<file path="src/rtl/bll_pkg.sv">
package bll_pkg;

   // default sizing
   localparam int POOL_DEPTH_DEF  = 64;
   localparam int VALUE_WIDTH_DEF = 32;

   // request / response field widths
   localparam int OP_W     = 3;
   localparam int DATA_W   = 32;
   localparam int POS_W    = 7;
   localparam int STATUS_W = 3;
   localparam int LEN_W    = 7;

   // request opcodes
   localparam logic [OP_W-1:0] OP_PUSH_FRONT = 3'd0;
   localparam logic [OP_W-1:0] OP_PUSH_BACK  = 3'd1;
   localparam logic [OP_W-1:0] OP_INSERT     = 3'd2;
   localparam logic [OP_W-1:0] OP_POP_FRONT  = 3'd3;
   localparam logic [OP_W-1:0] OP_POP_BACK   = 3'd4;
   localparam logic [OP_W-1:0] OP_SEARCH     = 3'd5;

   // response status codes
   localparam logic [STATUS_W-1:0] STS_OK        = 3'd0;
   localparam logic [STATUS_W-1:0] STS_EMPTY     = 3'd1;
   localparam logic [STATUS_W-1:0] STS_FULL      = 3'd2;
   localparam logic [STATUS_W-1:0] STS_BAD_POS   = 3'd3;
   localparam logic [STATUS_W-1:0] STS_NOT_FOUND = 3'd4;

endpackage

</file>
<file path="src/rtl/bll_ram.sv">
module bll_ram #(
   parameter int WIDTH = 8,
   parameter int DEPTH = 16,
   localparam int AW   = $clog2(DEPTH)
) (
   input  logic             clock,
   input  logic             we,
   input  logic [AW-1:0]    waddr,
   input  logic [WIDTH-1:0] wdata,
   input  logic [AW-1:0]    raddr,
   output logic [WIDTH-1:0] rdata
);

   logic [WIDTH-1:0] mem_ff [DEPTH];
   logic [WIDTH-1:0] rdata_ff;

   // read-during-write to the same entry returns the old contents
   always_ff @(posedge clock) begin
      if (we) begin
         mem_ff[waddr] <= wdata;
      end
      rdata_ff <= mem_ff[raddr];
   end

   assign rdata = rdata_ff;

endmodule

</file>
<file path="src/rtl/bounded_linked_list_engine.sv">
// channel   ports                                        direction  handshake
// req       req_op, req_value, req_position              in         req_valid / req_stall
// rsp       rsp_status, rsp_result_value,                out        rsp_valid / rsp_stall
//           rsp_match_index, rsp_length
//
// One request is worked at a time; a new one is taken while the last
// response still sits in the output register.
// Push: decode, take a node, write it, link it behind the old tail (back
// push, non-empty list), respond. Pop front: decode, pop, respond. Insert,
// pop back and search walk one node per cycle via the registered link read port.
// reset (synchronous) empties the list and pool; no memory clearing pass.
// rsp_stall only holds the response register; the next request still runs
// up to its response step and waits there.
module bounded_linked_list_engine #(
   parameter int POOL_DEPTH  = bll_pkg::POOL_DEPTH_DEF,
   parameter int VALUE_WIDTH = bll_pkg::VALUE_WIDTH_DEF
) (
   input  logic                                clock,
   input  logic                                reset,
   // request channel
   input  logic                                req_valid,
   output logic                                req_stall,
   input  logic        [bll_pkg::OP_W-1:0]     req_op,
   input  logic signed [bll_pkg::DATA_W-1:0]   req_value,
   input  logic        [bll_pkg::POS_W-1:0]    req_position,
   // response channel
   output logic                                rsp_valid,
   input  logic                                rsp_stall,
   output logic        [bll_pkg::STATUS_W-1:0] rsp_status,
   output logic signed [bll_pkg::DATA_W-1:0]   rsp_result_value,
   output logic        [bll_pkg::LEN_W-1:0]    rsp_match_index,
   output logic        [bll_pkg::LEN_W-1:0]    rsp_length
);

   import bll_pkg::*;

   localparam int IDX_W = $clog2(POOL_DEPTH);
   localparam int CNT_W = $clog2(POOL_DEPTH + 1);
   // compare width wide enough for both position and count plus one
   localparam int CMP_W = ((CNT_W > POS_W) ? CNT_W : POS_W) + 1;

   typedef enum logic [10:0] {
      S_IDLE   = 11'h001,
      S_DECODE = 11'h002,
      S_WALK   = 11'h004,
      S_TAKE   = 11'h008,
      S_TAKE_W = 11'h010,
      S_WRN    = 11'h020,
      S_WRB    = 11'h040,
      S_POPF   = 11'h080,
      S_POPB   = 11'h100,
      S_POPB2  = 11'h200,
      S_RESP   = 11'h400
   } state_type;

   // where a new node goes in the list
   typedef enum logic [1:0] {
      KIND_FRONT,
      KIND_BACK,
      KIND_MID
   } kind_type;

   state_type state_ff, state_in;
   kind_type  kind_ff, kind_in;

   // captured request
   logic [OP_W-1:0]        op_ff, op_in;
   logic [VALUE_WIDTH-1:0] val_ff, val_in;
   logic [POS_W-1:0]       pos_ff, pos_in;

   // list and pool bookkeeping
   logic [IDX_W-1:0] head_ff, head_in;
   logic [IDX_W-1:0] tail_ff, tail_in;
   logic [CNT_W-1:0] count_ff, count_in;
   logic [IDX_W-1:0] free_head_ff, free_head_in;
   logic [CNT_W-1:0] free_count_ff, free_count_in;
   logic [CNT_W-1:0] fresh_ff, fresh_in;

   // walk / edit working registers
   logic [IDX_W-1:0] cur_ff, cur_in;
   logic [IDX_W-1:0] prev_ff, prev_in;
   logic [IDX_W-1:0] next_ff, next_in;
   logic [IDX_W-1:0] node_ff, node_in;
   logic [CNT_W-1:0] rem_ff, rem_in;
   logic [CNT_W-1:0] idx_ff, idx_in;

   // result being built
   logic [STATUS_W-1:0]    status_ff, status_in;
   logic [VALUE_WIDTH-1:0] rv_ff, rv_in;
   logic [CNT_W-1:0]       midx_ff, midx_in;

   // response register
   logic                       rsp_valid_ff, rsp_valid_in;
   logic [STATUS_W-1:0]        rsp_status_ff, rsp_status_in;
   logic [DATA_W-1:0]          rsp_value_ff, rsp_value_in;
   logic [LEN_W-1:0]           rsp_midx_ff, rsp_midx_in;
   logic [LEN_W-1:0]           rsp_len_ff, rsp_len_in;

   // memory ports
   logic                   lnk_we;
   logic [IDX_W-1:0]       lnk_waddr, lnk_raddr, lnk_wdata, lnk_rdata;
   logic                   val_we;
   logic [IDX_W-1:0]       val_waddr, val_raddr;
   logic [VALUE_WIDTH-1:0] val_wdata, val_rdata;

   logic             full;
   logic             empty;
   logic [CMP_W-1:0] pos_ext;
   logic [CMP_W-1:0] cnt_ext;

   bll_ram #(
      .WIDTH (IDX_W),
      .DEPTH (POOL_DEPTH)
   ) u_link_ram (
      .clock (clock),
      .we    (lnk_we),
      .waddr (lnk_waddr),
      .wdata (lnk_wdata),
      .raddr (lnk_raddr),
      .rdata (lnk_rdata)
   );

   bll_ram #(
      .WIDTH (VALUE_WIDTH),
      .DEPTH (POOL_DEPTH)
   ) u_value_ram (
      .clock (clock),
      .we    (val_we),
      .waddr (val_waddr),
      .wdata (val_wdata),
      .raddr (val_raddr),
      .rdata (val_rdata)
   );

   assign full    = (count_ff == CNT_W'(POOL_DEPTH));
   assign empty   = (count_ff == '0);
   assign pos_ext = CMP_W'(pos_ff);
   assign cnt_ext = CMP_W'(count_ff);

   assign req_stall = (state_ff != S_IDLE);

   always_comb begin
      state_in      = state_ff;
      kind_in       = kind_ff;
      op_in         = op_ff;
      val_in        = val_ff;
      pos_in        = pos_ff;
      head_in       = head_ff;
      tail_in       = tail_ff;
      count_in      = count_ff;
      free_head_in  = free_head_ff;
      free_count_in = free_count_ff;
      fresh_in      = fresh_ff;
      cur_in        = cur_ff;
      prev_in       = prev_ff;
      next_in       = next_ff;
      node_in       = node_ff;
      rem_in        = rem_ff;
      idx_in        = idx_ff;
      status_in     = status_ff;
      rv_in         = rv_ff;
      midx_in       = midx_ff;
      rsp_status_in = rsp_status_ff;
      rsp_value_in  = rsp_value_ff;
      rsp_midx_in   = rsp_midx_ff;
      rsp_len_in    = rsp_len_ff;
      rsp_valid_in  = rsp_valid_ff && rsp_stall;

      lnk_we    = 1'b0;
      lnk_waddr = node_ff;
      lnk_wdata = '0;
      lnk_raddr = cur_ff;
      val_we    = 1'b0;
      val_waddr = node_ff;
      val_wdata = val_ff;
      val_raddr = cur_ff;

      case (state_ff)
         S_IDLE: begin
            if (req_valid) begin
               op_in    = req_op;
               val_in   = VALUE_WIDTH'($unsigned(req_value));
               pos_in   = req_position;
               state_in = S_DECODE;
            end
         end

         S_DECODE: begin
            status_in = STS_OK;
            rv_in     = '0;
            midx_in   = '0;
            state_in  = S_RESP;
            case (op_ff)
               OP_PUSH_FRONT: begin
                  if (full) begin
                     status_in = STS_FULL;
                  end else begin
                     kind_in  = KIND_FRONT;
                     state_in = S_TAKE;
                  end
               end
               OP_PUSH_BACK: begin
                  if (full) begin
                     status_in = STS_FULL;
                  end else begin
                     kind_in  = KIND_BACK;
                     prev_in  = tail_ff;
                     state_in = S_TAKE;
                  end
               end
               OP_INSERT: begin
                  if (pos_ff == '0 || pos_ext > cnt_ext + CMP_W'(1)) begin
                     status_in = STS_BAD_POS;
                  end else if (full) begin
                     status_in = STS_FULL;
                  end else if (pos_ext == CMP_W'(1)) begin
                     kind_in  = KIND_FRONT;
                     state_in = S_TAKE;
                  end else if (pos_ext == cnt_ext + CMP_W'(1)) begin
                     kind_in  = KIND_BACK;
                     prev_in  = tail_ff;
                     state_in = S_TAKE;
                  end else begin
                     // walk to the node before the target position
                     kind_in   = KIND_MID;
                     rem_in    = CNT_W'(pos_ext - CMP_W'(2));
                     cur_in    = head_ff;
                     lnk_raddr = head_ff;
                     state_in  = S_WALK;
                  end
               end
               OP_POP_FRONT: begin
                  if (empty) begin
                     status_in = STS_EMPTY;
                  end else begin
                     lnk_raddr = head_ff;
                     val_raddr = head_ff;
                     state_in  = S_POPF;
                  end
               end
               OP_POP_BACK: begin
                  if (empty) begin
                     status_in = STS_EMPTY;
                  end else if (count_ff == CNT_W'(1)) begin
                     lnk_raddr = head_ff;
                     val_raddr = head_ff;
                     state_in  = S_POPF;
                  end else begin
                     // walk to the node before the tail
                     rem_in    = count_ff - CNT_W'(2);
                     cur_in    = head_ff;
                     lnk_raddr = head_ff;
                     state_in  = S_WALK;
                  end
               end
               OP_SEARCH: begin
                  if (empty) begin
                     status_in = STS_NOT_FOUND;
                  end else begin
                     idx_in    = CNT_W'(1);
                     cur_in    = head_ff;
                     lnk_raddr = head_ff;
                     val_raddr = head_ff;
                     state_in  = S_WALK;
                  end
               end
               default: begin
                  state_in = S_RESP;
               end
            endcase
         end

         // one node per cycle: data for cur_ff arrives, next read is issued
         // straight from the link just read
         S_WALK: begin
            if (op_ff == OP_SEARCH) begin
               if (val_rdata == val_ff) begin
                  status_in = STS_OK;
                  rv_in     = val_rdata;
                  midx_in   = idx_ff;
                  state_in  = S_RESP;
               end else if (idx_ff == count_ff) begin
                  status_in = STS_NOT_FOUND;
                  state_in  = S_RESP;
               end else begin
                  cur_in    = lnk_rdata;
                  lnk_raddr = lnk_rdata;
                  val_raddr = lnk_rdata;
                  idx_in    = idx_ff + CNT_W'(1);
               end
            end else if (rem_ff == '0) begin
               prev_in = cur_ff;
               next_in = lnk_rdata;
               if (op_ff == OP_POP_BACK) begin
                  state_in = S_POPB;
               end else begin
                  state_in = S_TAKE;
               end
            end else begin
               cur_in    = lnk_rdata;
               lnk_raddr = lnk_rdata;
               rem_in    = rem_ff - CNT_W'(1);
            end
         end

         // released nodes first, then never-used ones
         S_TAKE: begin
            if (free_count_ff != '0) begin
               node_in   = free_head_ff;
               lnk_raddr = free_head_ff;
               state_in  = S_TAKE_W;
            end else begin
               node_in  = fresh_ff[IDX_W-1:0];
               fresh_in = fresh_ff + CNT_W'(1);
               state_in = S_WRN;
            end
         end

         S_TAKE_W: begin
            free_head_in  = lnk_rdata;
            free_count_in = free_count_ff - CNT_W'(1);
            state_in      = S_WRN;
         end

         S_WRN: begin
            val_we   = 1'b1;
            lnk_we   = 1'b1;
            count_in = count_ff + CNT_W'(1);
            state_in = S_RESP;
            case (kind_ff)
               KIND_FRONT: begin
                  lnk_wdata = empty ? '0 : head_ff;
                  head_in   = node_ff;
                  if (empty) begin
                     tail_in = node_ff;
                  end
               end
               KIND_BACK: begin
                  lnk_wdata = '0;
                  tail_in   = node_ff;
                  if (empty) begin
                     head_in = node_ff;
                  end else begin
                     state_in = S_WRB;
                  end
               end
               KIND_MID: begin
                  lnk_wdata = next_ff;
                  state_in  = S_WRB;
               end
               default: begin
                  state_in = S_RESP;
               end
            endcase
         end

         // hook the new node behind its predecessor
         S_WRB: begin
            lnk_we    = 1'b1;
            lnk_waddr = prev_ff;
            lnk_wdata = node_ff;
            state_in  = S_RESP;
         end

         S_POPF: begin
            rv_in         = val_rdata;
            lnk_we        = 1'b1;
            lnk_waddr     = head_ff;
            lnk_wdata     = free_head_ff;
            free_head_in  = head_ff;
            free_count_in = free_count_ff + CNT_W'(1);
            count_in      = count_ff - CNT_W'(1);
            if (count_ff == CNT_W'(1)) begin
               head_in = '0;
               tail_in = '0;
            end else begin
               head_in = lnk_rdata;
            end
            state_in = S_RESP;
         end

         // release the tail, fetch its value
         S_POPB: begin
            lnk_we        = 1'b1;
            lnk_waddr     = tail_ff;
            lnk_wdata     = free_head_ff;
            free_head_in  = tail_ff;
            free_count_in = free_count_ff + CNT_W'(1);
            val_raddr     = tail_ff;
            state_in      = S_POPB2;
         end

         S_POPB2: begin
            rv_in     = val_rdata;
            lnk_we    = 1'b1;
            lnk_waddr = prev_ff;
            lnk_wdata = '0;
            tail_in   = prev_ff;
            count_in  = count_ff - CNT_W'(1);
            state_in  = S_RESP;
         end

         S_RESP: begin
            if (!rsp_valid_ff || !rsp_stall) begin
               rsp_valid_in  = 1'b1;
               rsp_status_in = status_ff;
               rsp_value_in  = DATA_W'(rv_ff);
               rsp_midx_in   = LEN_W'(midx_ff);
               rsp_len_in    = LEN_W'(count_ff);
               state_in      = S_IDLE;
            end
         end

         default: begin
            state_in = S_IDLE;
         end
      endcase
   end

   // control state
   always_ff @(posedge clock) begin
      if (reset) begin
         state_ff      <= S_IDLE;
         head_ff       <= '0;
         tail_ff       <= '0;
         count_ff      <= '0;
         free_head_ff  <= '0;
         free_count_ff <= '0;
         fresh_ff      <= '0;
         rsp_valid_ff  <= 1'b0;
      end else begin
         state_ff      <= state_in;
         head_ff       <= head_in;
         tail_ff       <= tail_in;
         count_ff      <= count_in;
         free_head_ff  <= free_head_in;
         free_count_ff <= free_count_in;
         fresh_ff      <= fresh_in;
         rsp_valid_ff  <= rsp_valid_in;
      end
   end

   // payload
   always_ff @(posedge clock) begin
      kind_ff       <= kind_in;
      op_ff         <= op_in;
      val_ff        <= val_in;
      pos_ff        <= pos_in;
      cur_ff        <= cur_in;
      prev_ff       <= prev_in;
      next_ff       <= next_in;
      node_ff       <= node_in;
      rem_ff        <= rem_in;
      idx_ff        <= idx_in;
      status_ff     <= status_in;
      rv_ff         <= rv_in;
      midx_ff       <= midx_in;
      rsp_status_ff <= rsp_status_in;
      rsp_value_ff  <= rsp_value_in;
      rsp_midx_ff   <= rsp_midx_in;
      rsp_len_ff    <= rsp_len_in;
   end

   assign rsp_valid        = rsp_valid_ff;
   assign rsp_status       = rsp_status_ff;
   assign rsp_result_value = $signed(rsp_value_ff);
   assign rsp_match_index  = rsp_midx_ff;
   assign rsp_length       = rsp_len_ff;

   // list never outgrows the pool
   a_count_bound: assert property (@(posedge clock) disable iff (reset)
      count_ff <= CNT_W'(POOL_DEPTH))
      else $error("list count above pool depth");

   // between requests every used node is either listed or free
   a_pool_balance: assert property (@(posedge clock) disable iff (reset)
      (state_ff == S_IDLE) |->
         ({1'b0, fresh_ff} == {1'b0, count_ff} + {1'b0, free_count_ff}))
      else $error("node pool bookkeeping out of balance");

   // an empty list has both ends parked at zero
   a_empty_ends: assert property (@(posedge clock) disable iff (reset)
      (count_ff == '0) |-> (head_ff == '0 && tail_ff == '0))
      else $error("empty list with stale head or tail");

   // a response only appears out of the response step
   a_rsp_source: assert property (@(posedge clock) disable iff (reset)
      $rose(rsp_valid_ff) |-> $past(state_ff == S_RESP))
      else $error("response raised outside the response step");

endmodule

</file>
<file path="config.mk">
export PLATFORM = sky130hd
export DESIGN_NAME = bounded_linked_list_engine
export DESIGN_NICKNAME = d
export VERILOG_FILES = /design/src/rtl/bll_pkg.sv /design/src/rtl/bll_ram.sv /design/src/rtl/bounded_linked_list_engine.sv
export SDC_FILE = /design/constraint.sdc
export NUM_CORES = 2
export LEC_CHECK = 0
export BUFFER_PORTS_ARGS = -buffer_cell sky130_fd_sc_hd__buf_2
export CORE_MARGIN = 2
export CORE_UTILIZATION = 60
export DETAILED_ROUTE_END_ITERATION = 10
export PLACE_DENSITY = 0.77
export SLEW_MARGIN = 20
export SYNTH_ARGS = -nofsm -noshare
export SYNTH_HDL_FRONTEND = slang
export SYNTH_SLANG_ARGS = --single-unit
</file>
<file path="constraint.sdc">
create_clock -name clock -period 5.66 [get_ports clock]
set_clock_uncertainty 0.05 [all_clocks]
set_input_delay 0.566 -clock clock [delete_from_list [all_inputs] [get_ports clock]]
set_output_delay 0.566 -clock clock [all_outputs]
set_load 0.03 [all_outputs]
</file>
Word-level counts from Yosys, hierarchy flattened
Memory sizes are Yosys's and may differ from the RTL's. A register that Yosys moved wholly into a read port is not among the register bits.
Index checks and enable logic that the tools add are counted.

word-level totals
  output and inout port bits = 51
  memory bits (writable) = 2432
  logic and storage cells = 253
  register bits = 224
  memories = 2
  bits of input ports = 46

operators by class
  add/sub/neg operators = 10
  reduce and logical (&&, ||, !) cells = 43
  mux-type cells = 112
  bitwise operators = 2
  eq/ne operators = 58
  magnitude comparators = 1

memories
  name                depth  bits a word  rd ports  clocked after memory_dff  write ports  line           source
  u_value_ram.mem_ff  64     32           1         1                         1            bll_ram.sv:14  logic [WIDTH-1:0] mem_ff [DEPTH];
  u_link_ram.mem_ff   64     6            1         1                         1            bll_ram.sv:14

operators with widths
  kind                                                  count
  two-way mux 6 bit                                     28
  two-way mux 11 bit                                    13
  case mux 6 bit (3 select lines)                       7
  case mux 6 bit (2 select lines)                       9
  two-way mux 7 bit                                     15
  case mux 11 bit (9 select lines)                      1
  case mux 32 bit (3 select lines)                      1
  case mux 7 bit (2 select lines)                       6
  two-way mux 32 bit                                    2
  case mux 11 bit (5 select lines)                      1
  != test 3 bit (second input constant)                 12
  equality test 32 bit                                  1
  != test 2 bit (second input constant)                 16
  adder 7 x 1 -> 7 bit (second input constant)          4
  case mux 11 bit (2 select lines)                      1
  zero test 7 bit                                       3
  subtractor 7 x 1 -> 7 bit (second input constant)     3
  two-way mux 3 bit                                     5
  AND reduction 3 bit                                   5
  equality test 7 x 1 -> 1 bit (second input constant)  2
  two-way mux 2 bit                                     7
  subtractor 7 x 2 -> 7 bit (second input constant)     2
  case mux 3 bit (4 select lines)                       1
  AND reduction 4 bit                                   3
  other kinds (48)                                      78

Depth between registers and ports, before layout
  word-level depth = 8
  gate-level depth with buffers = 21
  depth with buffers taken out = 17

Cells and area by module
Synthesis repeated with hierarchy kept, for this count alone.

unflattened totals
  cell total of the unflattened synthesis = 5281
  area, all modules = 105538.7 µm²

modules (own cells, without submodules)
  module                      sequential area each (µm²)  cells an instance  times used  area each (µm²)
  bll_ram (u_value_ram)       62139.6                     3511               1           79039.6
  bll_ram (u_link_ram)        11651.2                     729                1           15205.8
  bounded_linked_list_engine  6195.9                      1041               1           11293.3

Worst setup path after synthesis
No wires, ideal clock.

  path kind = register to register
  start point = register val_ff[18]
  end point = register u_value_ram.rdata_ff[18], in the netlist u_value_ram.rdata[18] (read register of u_value_ram.mem_ff)
  data arrival time = 4.133 ns
  path slack = 1.350 ns
  required time = 5.483 ns
  clock period less this slack = 4.310 ns
  setup time = 0.127 ns
  cell stages (with the launch flop) = 15
  buffers on the path = 3
  cells stage by stage = edfxtp_1 > xnor2_1 > nand4_1 > nor4_1 > nand2_1 > buf_2 > a31o_2 > a211oi_2 > buf_2 > clkbuf_1 > mux2i_1 > a211oi_1 > nor4_1 > nand3_1 > or3_1

on the way
  longest elaborated chain between the ends = 4

ends and longest elaborated chain
  item                             line                               source
  start, declared                  bounded_linked_list_engine.sv:68   logic [VALUE_WIDTH-1:0] val_ff, val_in;
  start signal, assigned           bounded_linked_list_engine.sv:447  val_ff <= val_in;
  equality test 32 bit             bounded_linked_list_engine.sv:277  if (val_rdata == val_ff) begin
  two-way mux 6 bit                bounded_linked_list_engine.sv:277
  two-way mux 6 bit                bounded_linked_list_engine.sv:276  if (op_ff == OP_SEARCH) begin
  case mux 6 bit (3 select lines)  bounded_linked_list_engine.sv:178  case (state_ff)
  end, declared                    bll_ram.sv:15                      logic [WIDTH-1:0] rdata_ff;

No other way between the ends.
A chain may end at the register's enable or synchronous reset.

Final worst setup path
  start point = register val_ff[4]
  end point = register u_value_ram.rdata_ff[21], in the netlist u_value_ram.rdata[21] (read register of u_value_ram.mem_ff)

Same word-level chain as after synthesis.

==> flow_summary_export.csv <==
group,metric,value,unit
status,status,"completed",
worst_hold_path,hp-class,"input pin to flip-flop",
drt,ant_nets,0,
cts,cts.htree.levels,5,
sta,slew_viol_final,0,
synth,synth-main-ff-cell,"edfxtp_1",
synth,muxShareOfSynthArea,0.0342,
floorplanning,core,178000,um2
placed_design,gp_congestion,0.948,
sta,finalHoldViolations,0,
cts,cts_buffer_depth,4,
worst_setup_path,setup.worst_path.class,"flip-flop to flip-flop",
synth,synth_top_family_by_area,"simple AND/OR/NAND/NOR gates",
synth,synth_area_leader_cell,"edfxtp_1",
synth,syn-cell-area,108000,um2
layout,final_cell_mix,"edfxtp_1 (2605), nand2_1 (1842), nand3_1 (880)",
placed_design,portBuffers,96,
synth,synth_edf_count,2605,
synth,synthDominantCellAreaShare,0.728,
grt,antenna_found_initial,23,
synth,synth_fa_ha_area_frac,0.00275,
power,total_power,46.0,mW
grt,grt_pass1_wl,441,mm
floorplanning,die_h,427,um
layout,areaGrowthSynthToFinish,12.6,%
layout,nFillCells,11600,
cts,clock_latency,920,ps
power,powerDensity,380,nW/um2
synth,yosys.area_share.simple,0.147,
synth,ys_ff_latch,2693,
worst_setup_path,crit_path_max_fanout,30,
drt,dr.pass1.iters,6,
synth,synth_xor_area_frac,0.00595,
synth,synth.area.top_cells,"edfxtp_1 (73%), nand2_1 (6.5%), nand3_1 (4.1%), mux2i_1 (3.3%), dfxtp_1 (1.6%)",
cts,cts_tree,"done",
worst_setup_path,crit_required,6390,ps
sta,period_minus_slack,5640,ps
placed_design,dp.cells,10100,
grt,grt_pass1_vias,67700,
sta,tightest_slew,1210,ps
drt,drt_wl_total,304,mm
layout,post_layout_nonfiller_instances,10700,
worst_setup_path,crit_path_end_kind,"flip-flop",
power,peakVddDrop,0.349,mV
synth,synth-seq-area-share,0.744,
cts,clkSinkCount,2693,
sta,setup_viol,0,
floorplanning,initial_core_util,0.603,
grt,grt-ovfl-total,0,
layout,layout.nets,8177,
placed_design,dpl_worst_slack,288,ps
job,maxCapViolations,0,
synth,syn-mean-instance-area,13.6,um2
sta,slew_headroom,0.193,
grt,grt_start_max_net_pins,162,
layout,layout-drive-gt1-share,0.104,
synth,syn_nets,7963,
synth,async_flop_share,0,
floorplanning,num_rows,155,
drt,vias_per_cell,6.60,
power,p_leak,42.3,nW
sta,tns,0,ps
floorplanning,dieArea,183000,um2
synth,syn_inst,7894,
drt,routed-via-count,70400,
floorplanning,die_x,427,um
sta,max_freq,0.177,GHz
sta,post-route-period-util,0.996,
sta,finalWorstSetupSlack,22.3,ps
sta,fin_hold_ws,67.9,ps
synth,synth_compound_area_frac,0.0455,
synth,yosysUniqueCellTypes,92,
cts,clk_pin_slew_worst_paths,60,ps
layout,final_common_cell,"edfxtp_1",
drt,drt_iter0_drc,11900,
grt,grt_util_all_layers,0.329,
sta,rsz0062_at_grt,"false",
placed_design,dp_hpwl,173,mm
synth,yosysWarnings,0,
cts,root_buffer,"clkbuf_16",
drt,remaining_drc_errors,0,
cts,numCtsBuffers,277,
worst_setup_path,worstPathArrival,6360,ps
drt,wire_per_inst,28.5,um
floorplanning,pin_count,97,
worst_setup_path,critPathLaunchType,"flip-flop",
## cells by family after synthesis
kind of cell | Yosys count
xor gates and xnor gates | 73
and+or+nand+nor | 3549
muxes | 364
buffers and inverters | 505
DFF | 2693
adders and majority gates | 23
AOI/OAI and AO/OA | 687
## per-stage QoR
| step | cell area (um2) | util |
|---|---|---|
| global placement | 112000 | 0.629 |
| detailed placement | 112000 | 0.629 |
| global route | 121000 | 0.679 |
| floorplan | 108000 | - |
| finish | 121000 | 0.679 |
| CTS | 121000 | 0.679 |
## metal layers
metal,share of wire,track usage,vias to the layer above
met4,0.064,0.185,16
met3,0.13,0.0830,1016
met5,0.00032,0,-
met2,0.45,0.495,5250
met1,0.35,0.443,34300
li1,-,-,29800
## timing repair
action,CTS,global route
resized for setup,0,2
hold buffers,42,0
hold endpoints to repair,42,0
endpoints found under the setup margin,0,11
setup buffers,0,1
## critical path: stages, from the launching register on
cell       delay (ps)
edfxtp_1          410
xnor2_1           360
nand4_1           210
nor4_4            590
buf_4             240
nand2_1           200
and3_1            290
a2111oi_4         680
buf_4             380
nand2b_1          260
nor2_4            250
nand3_1           190
nand4_1           720
or3_1             620
## worst paths after layout
kind | cells past startpoint | slack, ps | to | from
worst max-delay path | 13 | 20 | u_value_ram.rdata[21]$_DFF_P_ | val_ff[4]$_DFFE_PP_
worst min register to register | 0 | 370 | rsp_match_index[2]$_DFFE_PP_ | midx_ff[2]$_SDFFCE_PN0P_
worst min-delay path | 3 | 70 | rsp_valid$_SDFF_PP0_ | rsp_stall
worst max register to register | 13 | 20 | u_value_ram.rdata[21]$_DFF_P_ | val_ff[4]$_DFFE_PP_
## registers in the layout (all words and copies together), names as in the netlist, 11 cells and up
name                flops
u_value_ram.mem_ff   2048
state_ff               11
u_value_ram.rdata      32
rsp_result_value       32
u_link_ram.mem_ff     384
val_ff                 32
rv_ff                  32
## report_power, final
group | internal, mW | switching, mW | leakage [nW] | total, mW
logic | 1.65 | 4.09 | 13.6 | 5.74
clock network | 10.1 | 7.33 | 4.12 | 17.4
registers | 22.6 | 0.297 | 24.5 | 22.9
total | 34.3 | 11.7 | 42.3 | 46.0
## synthesized netlist by cell type (13+ instances only)
cell type  count
dfxtp_1       88
nor2b_1       44
a222oi_1      22
o22ai_1       13
or3_1         30
a31oi_1      108
and3_1       218
o32ai_1       16
and2_1        26
a22oi_1       20
buf_1         42
a211oi_1     209
nand2_1     1849
edfxtp_1    2605
buf_4         19
nor4_1        32
mux2i_1      350
o21ai_0       69
buf_2        150
nand2b_1      14
ha_1          22
a21oi_1      102
clkbuf_1     265
nand3_1      881
nand4_1       80
nor2_1       273
a221oi_1      22
nor3_1        49
xor2_1        15
inv_1         24
xnor2_1       58
## cell type report
cell class | count | area (um2) | area share
antenna | 10 | 25.0 | 0.000207
sequential | 2693 | 80000 | 0.661
clock buffer | 352 | 7390 | 0.0611
clock inverter | 118 | 1040 | 0.00860
tap | 2355 | 2950 | 0.0243
multi-input combinational | 4696 | 26000 | 0.215
inverter | 25 | 93.8 | 0.000775
timing repair buffer | 415 | 3610 | 0.0298
Note: power is estimated with default switching activity, not from simulation.
